--- src/design/poly_fixed_point_root_iter_assert.svh ---
// assertion macros for the polynomial root iterator
// no dependencies; define NO_ASSERTIONS to compile them out
`ifndef POLY_FIXED_POINT_ROOT_ITER_ASSERT_SVH
`define POLY_FIXED_POINT_ROOT_ITER_ASSERT_SVH
`ifndef NO_ASSERTIONS
`define PFR_ASSERT_IMPL(label, clk, rst, prop) \
  label: assert property (@(posedge clk) disable iff (rst) prop) else $error("%m: check failed");
`define PFR_ASSERT_NEXT(label, clk, rst, a, b) \
  label: assert property (@(posedge clk) disable iff (rst) (a) |=> (b)) else $error("%m: check failed");
`else
`define PFR_ASSERT_IMPL(label, clk, rst, prop)
`define PFR_ASSERT_NEXT(label, clk, rst, a, b)
`endif
`endif

--- src/design/pfr_pkg.sv ---
// shared constants and types for the polynomial root iterator
// no dependencies
`default_nettype none
package pfr_pkg;
  localparam int unsigned DefMaxDegree = 4;
  localparam int unsigned DefFracBits  = 16;
  localparam int unsigned DataW        = 32;
  localparam int unsigned CfgIdxW      = 3;

  // register indexes
  localparam logic [CfgIdxW-1:0] RegCoeffX4  = 3'd0;
  localparam logic [CfgIdxW-1:0] RegCoeffX3  = 3'd1;
  localparam logic [CfgIdxW-1:0] RegCoeffX2  = 3'd2;
  localparam logic [CfgIdxW-1:0] RegCoeffX1  = 3'd3;
  localparam logic [CfgIdxW-1:0] RegCoeffX0  = 3'd4;
  localparam logic [CfgIdxW-1:0] RegTol      = 3'd5;
  localparam logic [CfgIdxW-1:0] RegMaxIter  = 3'd6;

  // multiplier handshake
  typedef struct packed {
    logic start;
    logic done;
  } mul_ctl_t;
endpackage
`default_nettype wire

--- src/design/pfr_mul.sv ---
// shift-add fixed point multiplier, one bit of the multiplier per cycle
// depends on pfr_pkg
`default_nettype none
module pfr_mul
  import pfr_pkg::*;
#(
  parameter int unsigned FRAC_BITS = DefFracBits
) (
  input  wire logic                    clk,
  input  wire logic                    rst,
  input  wire logic                    go,
  input  wire logic signed [DataW-1:0] a,
  input  wire logic signed [DataW-1:0] b,
  output logic                         done,
  output logic signed [DataW-1:0]      prod
);
  localparam int unsigned CntW = $clog2(DataW + 1);
  localparam int unsigned PW   = 2 * DataW;

  logic signed [PW-1:0] acc;
  logic signed [PW-1:0] mcand;
  logic [DataW-1:0]     mplier;
  logic [CntW-1:0]      cnt;
  logic                 busy;
  logic signed [PW-1:0] acc_next;
  logic signed [PW-1:0] shifted;

  // the top bit of b carries negative weight
  always_comb begin
    acc_next = acc;
    if (mplier[0]) begin
      if (cnt == CntW'(DataW - 1)) acc_next = acc - mcand;
      else acc_next = acc + mcand;
    end
  end

  // floor shift then saturation
  assign shifted = acc >>> FRAC_BITS;
  always_comb begin
    if (shifted > PW'(signed'(64'sh7fffffff))) prod = 32'sh7fffffff;
    else if (shifted < -PW'(signed'(64'sh80000000))) prod = 32'sh80000000;
    else prod = shifted[DataW-1:0];
  end

  always_ff @(posedge clk) begin
    if (rst) begin
      busy <= 1'b0;
      done <= 1'b0;
    end else begin
      done <= 1'b0;
      if (go) begin
        busy <= 1'b1;
        cnt  <= '0;
        acc  <= '0;
        mcand  <= PW'(a);
        mplier <= b;
      end else if (busy) begin
        acc    <= acc_next;
        mcand  <= mcand <<< 1;
        mplier <= mplier >> 1;
        cnt    <= cnt + 1'b1;
        if (cnt == CntW'(DataW - 1)) begin
          busy <= 1'b0;
          done <= 1'b1;
        end
      end
    end
  end
endmodule
`default_nettype wire

--- src/design/poly_fixed_point_root_iter.sv ---
// Polynomial root finder by fixed-point iteration x <- x - f(x), Q16.16.
// Each evaluation of f runs the Horner steps in turn and then tests the
// residual: every Horner step runs through one shared bit-serial multiplier
// that retires one multiplier bit per cycle. An item makes up to
// max_iterations+1 evaluations, so it holds busy until they are done, ending
// early when it converges, and the next start can be taken in the same cycle
// as its result. start is taken only while busy is low; the result appears for
// one cycle with out_valid and cannot be held.
`default_nettype none
module poly_fixed_point_root_iter
  import pfr_pkg::*;
#(
  parameter int unsigned MAX_DEGREE = DefMaxDegree,
  parameter int unsigned FRAC_BITS  = DefFracBits
) (
  input  wire logic                    clk,
  input  wire logic                    rst,
  input  wire logic                    cfg_we,
  input  wire logic [CfgIdxW-1:0]      cfg_index,
  input  wire logic [DataW-1:0]        cfg_data,
  input  wire logic                    start,
  output logic                         busy,
  input  wire logic signed [DataW-1:0] start_value,
  output logic                         out_valid,
  output logic signed [DataW-1:0]      root_value,
  output logic signed [DataW-1:0]      residual,
  output logic [7:0]                   update_count,
  output logic                         converged
);
`include "poly_fixed_point_root_iter_assert.svh"

  localparam int unsigned DegW = $clog2(MAX_DEGREE + 1);

  typedef enum logic [3:0] {
    S_IDLE = 4'b0001,
    S_MUL  = 4'b0010,
    S_WAIT = 4'b0100,
    S_TEST = 4'b1000
  } state_t;

  logic signed [DataW-1:0] coef [5];
  logic [30:0]             tolerance;
  logic [7:0]              max_iterations;

  state_t                  state;
  logic signed [DataW-1:0] x;
  logic signed [DataW-1:0] acc;
  logic [DegW-1:0]         k;
  logic [7:0]              count;
  mul_ctl_t                mc;
  logic signed [DataW-1:0] prod;
  logic signed [DataW:0]   sum;
  logic signed [DataW-1:0] sum_sat;
  logic signed [DataW:0]   diff;
  logic signed [DataW-1:0] diff_sat;
  logic [DataW:0]          mag;
  logic                    below;

  // coefficient of power p; powers above four are zero
  function automatic logic signed [DataW-1:0] coef_of(input int unsigned p,
      input logic signed [DataW-1:0] c4, input logic signed [DataW-1:0] c3,
      input logic signed [DataW-1:0] c2, input logic signed [DataW-1:0] c1,
      input logic signed [DataW-1:0] c0);
    case (p)
      0: coef_of = c0;
      1: coef_of = c1;
      2: coef_of = c2;
      3: coef_of = c3;
      4: coef_of = c4;
      default: coef_of = '0;
    endcase
  endfunction

  logic signed [DataW-1:0] ck;
  logic signed [DataW-1:0] ctop;
  always_comb begin
    ck   = coef_of(32'(k) - 1, coef[0], coef[1], coef[2], coef[3], coef[4]);
    ctop = coef_of(MAX_DEGREE, coef[0], coef[1], coef[2], coef[3], coef[4]);
  end

  // configuration writes
  always_ff @(posedge clk) begin
    if (rst) begin
      for (int i = 0; i < 5; i++) coef[i] <= '0;
      tolerance      <= 31'd66;
      max_iterations <= 8'd20;
    end else if (cfg_we) begin
      case (cfg_index)
        RegCoeffX4: coef[0] <= cfg_data;
        RegCoeffX3: coef[1] <= cfg_data;
        RegCoeffX2: coef[2] <= cfg_data;
        RegCoeffX1: coef[3] <= cfg_data;
        RegCoeffX0: coef[4] <= cfg_data;
        RegTol:     tolerance <= cfg_data[30:0];
        RegMaxIter: max_iterations <= cfg_data[7:0];
        default: ;
      endcase
    end
  end

  pfr_mul #(.FRAC_BITS(FRAC_BITS)) u_mul (
    .clk(clk), .rst(rst), .go(mc.start), .a(acc), .b(x),
    .done(mc.done), .prod(prod)
  );

  // saturated horner add and update subtract
  assign sum = {prod[DataW-1], prod} + {ck[DataW-1], ck};
  assign sum_sat = (sum[DataW] != sum[DataW-1]) ?
      {sum[DataW], {(DataW-1){~sum[DataW]}}} : sum[DataW-1:0];
  assign diff = {x[DataW-1], x} - {acc[DataW-1], acc};
  assign diff_sat = (diff[DataW] != diff[DataW-1]) ?
      {diff[DataW], {(DataW-1){~diff[DataW]}}} : diff[DataW-1:0];
  assign mag = acc[DataW-1] ? -{acc[DataW-1], acc} : {1'b0, acc};
  assign below = mag < {2'b00, tolerance};

  assign busy = (state != S_IDLE);
  assign mc.start = (state == S_MUL);

  // iteration sequencer
  always_ff @(posedge clk) begin
    if (rst) begin
      state     <= S_IDLE;
      out_valid <= 1'b0;
    end else begin
      out_valid <= 1'b0;
      case (state)
        S_IDLE: if (start) begin
          x     <= start_value;
          count <= '0;
          acc   <= ctop;
          k     <= DegW'(MAX_DEGREE);
          state <= S_MUL;
        end
        S_MUL: state <= S_WAIT;
        S_WAIT: if (mc.done) begin
          acc <= sum_sat;
          k   <= k - 1'b1;
          if (k == DegW'(1)) state <= S_TEST;
          else state <= S_MUL;
        end
        S_TEST: begin
          if (below || count == max_iterations) begin
            root_value   <= x;
            residual     <= acc;
            update_count <= count;
            converged    <= below;
            out_valid    <= 1'b1;
            state        <= S_IDLE;
          end else begin
            x     <= diff_sat;
            count <= count + 1'b1;
            acc   <= ctop;
            k     <= DegW'(MAX_DEGREE);
            state <= S_MUL;
          end
        end
        default: state <= S_IDLE;
      endcase
    end
  end

  `PFR_ASSERT_NEXT(a_start_busy, clk, rst, start && !busy, busy)
  `PFR_ASSERT_IMPL(a_done_in_wait, clk, rst, mc.done |-> state == S_WAIT)
  `PFR_ASSERT_IMPL(a_count_bound, clk, rst, out_valid |-> update_count <= max_iterations)
endmodule
`default_nettype wire
--- config.mk ---
export PLATFORM = sky130hd
export DESIGN_NAME = poly_fixed_point_root_iter
export DESIGN_NICKNAME = d
export VERILOG_FILES = /design/src/design/pfr_pkg.sv /design/src/design/pfr_mul.sv /design/src/design/poly_fixed_point_root_iter.sv
export VERILOG_INCLUDE_DIRS = /design/src /design/src/design
export SDC_FILE = /design/constraint.sdc
export NUM_CORES = 1
export LEC_CHECK = 0
export BUFFER_PORTS_ARGS = -buffer_cell sky130_fd_sc_hd__buf_2
export CAP_MARGIN = 15
export CORE_ASPECT_RATIO = 0.75
export CORE_MARGIN = 1.5
export CORE_UTILIZATION = 49
export CTS_CLUSTER_DIAMETER = 40
export DETAILED_ROUTE_END_ITERATION = 16
export PLACE_DENSITY = 0.66
export SLEW_MARGIN = 10
export SYNTH_ARGS = -nofsm -noshare
export SYNTH_HDL_FRONTEND = slang
export SYNTH_SLANG_ARGS = --single-unit
--- constraint.sdc ---
create_clock -name clk -period 25.9 [get_ports clk]
set_clock_uncertainty 0.15 [all_clocks]
set_input_delay 7.77 -clock clk [delete_from_list [all_inputs] [get_ports clk]]
set_output_delay 7.77 -clock clk [all_outputs]
set_load 0.1 [all_outputs]
# Yosys cells after proc, flatten, opt, wreduce, memory -nomap -nowiden
# Memories as Yosys holds them, arrays and structs flattened.
# Cells that the tools add are included.
# Widths: inputs -> output; s select.
totals:
  register_bits: 360
  mem_bits_rw: 160
  output_inout_bits: 75
  word_cells: 146
  n_memories: 1
classes:
  add_sub_neg: 9
  order_cmp: 3
  n_eq_ne: 23
  mux: 65
  bitwise: 10
  reduce_logical: 17
memory_table:
  columns: ["memory", "words", "word_bits", "rd", "rd_ports_with_merged_regs", "wr", "line", "rtl"]
  rows:
  - ["coef", 5, 32, 5, 0, 5, "poly_fixed_point_root_iter.sv:41", "logic signed [DataW-1:0] coef [5];"]
ops:
  columns: ["cell", "count"]
  rows:
  - ["$mux 32", 16]
  - ["$mux 64", 5]
  - ["$pmux 32 s5", 1]
  - ["$pmux 32 s3", 1]
  - ["$add 64x64->64", 1]
  - ["$eq 32x2->1 const B", 2]
  - ["$pmux 32 s2", 1]
  - ["$sub 64x64->64", 1]
  - ["$gt 48x32->1 const B", 1]
  - ["$lt 48x32->1 const B", 1]
  - ["$add 32x32->33", 1]
  - ["$lt 33x31->1", 1]
  - ["$mux 33", 1]
  - ["$neg 33->33", 1]
  - ["$sub 32x32->33", 1]
  - ["$eq 32x1->1 const B", 1]
  - ["$eq 32x3->1 const B", 1]
  - ["$logic_not 32->1", 1]
  - ["$mux 1", 27]
  - ["$mux 8", 2]
  - ["$pmux 4 s4", 1]
  - ["$pmux 8 s2", 1]
  - ["$mux 4", 3]
  - ["$eq 3x3->1 const B", 3]
  - ["other kinds (32)", 52]

# Logic depth before layout (Yosys ltp)
depth:
  ltp_word: 8
  ltp_mapped: 24
  mapped_depth_nobuf: 22

# Modules after synthesis
# From an unflattened synthesis, not the netlist that was laid out.
hier_totals:
  hier_cells: 2830
  area_unflattened_um2: 30097.6
by_module_without_submodules:
  columns: ["module", "n_inst", "cells_per_inst", "area_each_um2", "seq_area_each_um2"]
  rows:
  - ["poly_fixed_point_root_iter", 1, 1573, 18046.1, 10129.7]
  - ["pfr_mul", 1, 1257, 12051.6, 5024.8]

# Least setup slack after synthesis
# Ideal clock, no wire load.
synth_path:
  kind: "input-to-reg"
  startpoint: "input port rst"
  endpoint: "register converged, enable pin"
  t_arrival_ns: 13.489
  required_ns: 25.141
  path_slack_ns: 11.652
  stages: 3
  path_buffers: 2
  path_cell_list: "clkbuf_1 clkbuf_1 nor3b_1"
synth_via:
  elab_chain_len: 2
synth_lines:
  columns: ["item", "line", "rtl"]
  rows:
  - ["start, declared", "poly_fixed_point_root_iter.sv:17", "input wire logic rst,"]
  - ["$not 1->1 (no line)", null, null]
  - ["$reduce_and 3->1 (no line)", null, null]
  - ["end signal, assigned", "poly_fixed_point_root_iter.sv:146", "converged <= below;"]
  - ["end, declared", "poly_fixed_point_root_iter.sv:28", "output logic converged"]
# Every way passes these cells.
# A chain may end at the register's enable or synchronous reset.

# Final worst setup path
layout_path:
  startpoint: "input port rst"
  endpoint: "register u_mul.mcand[42], enable pin"
layout_via:
  elab_chain_len: 2
layout_lines:
  columns: ["item", "line", "rtl"]
  rows:
  - ["$not 1->1 (no line)", null, null]
  - ["$reduce_and 2->1 (no line)", null, null]
  - ["end signal, assigned", "pfr_mul.sv:55", "mcand <= PW'(a);"]
  - ["end signal, assigned", "pfr_mul.sv:59", "mcand <= mcand <<< 1;"]
  - ["end, declared", "pfr_mul.sv:21", "logic signed [PW-1:0] mcand;"]
# Every way passes these cells.

==> run metrics <==
outcome=complete, no violations; CTS tree=yes; commonest non-fill, non-tap cell in the layout=edfxtp_1; Port Buffers=145; CP delay by family, top=buffers and inverters; Worst Path Buf+Inv=3; Setup CP Type=input pin to flip-flop; Max Clock Freq=101 MHz; Total GRT Usage=26.9%; vias in the first global route=21600; CP Max Fanout=74; DIE AREA=62500 µm²; final setup fails=0; initial drt markers=2511; mean post-synth cell area=10.2 µm²; routed vias/inst=6.02; proportion of synthesized area in mux cells=0.214%; post-synthesis cell area=29900 µm²; DR WL/cell=21.8 µm; setup ws final=16030 ps; Data arrival, critical path=9940 ps; first-pass GRT wire length=128000 µm; leakage power total=13.3 nW; Slew @ Worst Pin=1180 ps; CP Launch Type=input pin; Yosys reg bits=520; r2r setup slk=18760 ps; CTS root buf=clkbuf_16; leading cell types in the layout, fill and taps excluded=edfxtp_1 (474), nand2_1 (450), a21oi_1 (244); vias=23400; sequential area share after synthesis=50.7%; biggest area consumer among synthesized cells=edfxtp_1; RSZ-0062 raised after global routing=no; Clk pin slew, worst setup/hold paths=60 ps; total number of yosys warnings=0; Yosys top cell area share=47.6%; worst reg2reg path depth=20; Top cell by count, worst path=buf_4; syn_nets=3166; worst reg2reg endpoint=acc[23]$_DFFE_PP_; pwr dens=67.7 nW/µm²; Post-CTS Hold Fix Bufs=0; CP Capture Type=flip-flop; hold crit path type=flip-flop to flip-flop; Post-Synthesis Cells=2925; Starting Density=49.5%; crit-path cells=buf_2 > buf_4 > nor2_4 > buf_4; slew margin rel.=21.5%; largest family of logic cells by synthesized area=compound AO/OA/AOI/OAI gates; total negative slack=0 ps; Post-DP HPWL=61000 µm; CTS resizes=0; Die Span Y=217 µm; Syn-to-layout area delta=13.5%; number of synthesized flops with an enable pin=474; Sink Count=520; n_diodes=0; Compound-Gate Fraction of Synth Area=18.1%; CTS Buf Count=70; Clock Tree Buf Depth=3; reg-to-reg startpoint=k[0]$_SDFFCE_PN0P_; layout cell share with drive strength beyond 1=11.3%; Simple-Gate Fraction of Synth Area=14.5%; setup slack after placement=15440 ps; CP max stage cell=buf_4; hold_ws=304 ps; Die W=288 µm; cell types occupying the most area after synthesis=edfxtp_1 (48%), ha_1 (7.0%), nand2_1 (5.7%); MaxCap Viol Count=0; gp weighted congestion=0.929; Rows=78; asr flop ratio synth=0%; Nets=3280; remaining antenna violation count=0; setup bufs post-CTS=0; Remaining Overflow, GRT=0; CP max stage delay=870 ps; largest net degree at the start of global routing=75; Final Hold Viols=0; Residual DRC=0; CP required=25970 ps; XOR/XNOR Fraction of Synth Area=6.12%; Routed WL=84900 µm; Yosys cell types=92; CORE AREA=60400 µm²; adder and majority gate portion of the synthesized area=7.26%; Worst-Skew Late Latency=620 ps; Hold Path Cell Cnt=2; Hold Crit Start=tolerance[3]$_SDFFE_PP0P_; # H-tree levels=3; time the worst path needs with I/O delays and setup=9870 ps; Initial DRT Pass Iterations=8; initial antenna violation count=1; Final Cycle Share=38.1%; Max Slew Vio Count=0; Main synth FF type=edfxtp_1; IO Count=146; Max VDD drop=0.0000463 V; Hold Path End=tolerance[3]$_SDFFE_PP0P_
-- sequential cells by signal (all words and copies together), names as in the netlist, 8 cells and up --
signal and cells:
residual 32, u_mul.acc 64, coef 160, max_iterations 8
u_mul.mcand 64, u_mul.mplier 32, acc 32, x 32
tolerance 31, update_count 8, root_value 32, count 8
-- worst max path at each step --
| stage | startpoint | endpoint | slack, ps | depth (start not counted) |
|---|---|---|---|---|
| finish | rst | u_mul.mcand[42]$_DFFE_PP_ | 16030 | 4 |
| floorplan | rst | converged$_DFFE_PP_ | 11650 | 3 |
| global route | rst | u_mul.cnt[4]$_SDFFCE_PP0P_ | 15890 | 4 |
| detailed placement | rst | u_mul.mcand[56]$_DFFE_PP_ | 15440 | 4 |
| CTS | state[3]$_SDFFE_PP0P_ | busy | 16040 | 3 |
| global placement | rst | u_mul.mcand[56]$_DFFE_PP_ | 15530 | 4 |
-- power breakdown --
group / switching [mW] / internal, mW
clock network: 0.412 / 0.597
logic: 0.190 / 0.109
registers: 0.0312 / 0.956
-- routing by layer --
metal / wire length (µm) / vias to the layer above / track usage, % / share of wire [%]
li1: - / 11000 / - / -
met1: 39300 / 11300 / 41.9 / 46
met2: 36100 / 996 / 38.3 / 43
met3: 7160 / 114 / 3.83 / 8.4
met4: 2350 / 0 / 8.31 / 2.8
met5: 0 / - / 0 / 0
-- cell usage after synthesis, drive strengths merged, types with 8 or more instances --
library cell / number
xnor2: 137
and2: 49
o211ai: 16
nor3: 39
or4: 9
nand2: 451
o31a: 8
a222oi: 30
and3: 17
nand4: 24
nor4: 25
nand3: 45
nor2b: 21
xor2: 71
a31oi: 19
clkbuf: 115
ha: 167
o21bai: 24
buf: 14
o41ai: 9
nand2b: 28
a21o: 111
o21ai: 197
edfxtp: 474
a22oi: 39
inv: 118
o31ai: 31
o21a: 15
a21boi: 9
a211oi: 11
nor2: 191
dfxtp: 46
a21oi: 248
-- worst reg2reg max path, cell delays in order (launching register included) --
cell	delay (ps)
edfxtp_1	460
inv_1	130
ha_1	270
nor3_1	180
a21oi_1	160
nor2b_4	790
a222oi_1	210
nand2_1	130
ha_1	200
inv_1	70
fa_1	380
nand2b_1	210
a21oi_1	230
o41a_1	250
a21oi_1	160
o31a_1	380
o21ai_1	490
a41o_1	600
and2_1	650
nor2_1	130
o31ai_1	610
-- stage by stage --
step	instances	total power, mW	utilization, %	cell area [µm²]
after detailed placement	3766	1.29	52.0	31400
final	3894	2.30	56.1	33900
after global placement	3766	1.29	52.0	31400
after floorplan	2925	1.20	-	29900
after CTS	3893	2.30	56.1	33900
after global routing	3894	2.37	56.1	33900
-- cell families after synthesis --
kind of cell,count (synthesis)
adder cells (fa/ha/maj),172
AND/OR/NAND/NOR,941
AO/OA/AOI/OAI,831
XOR/XNOR,208
flip-flops,520
buffers and inverters,247
multiplexers,6
-- layout make-up --
cell class / instances / area (µm²)
Inverter: 118 / 443
Tap cell: 800 / 1000
Timing Repair Buffer: 171 / 928
Clock buffer: 76 / 1770
Sequential cell: 520 / 15200
Fill cell: 5141 / 26500
Clock inverter: 51 / 709
Multi-Input combinational cell: 2158 / 13900
Note: power is estimated with default switching activity, not from simulation.
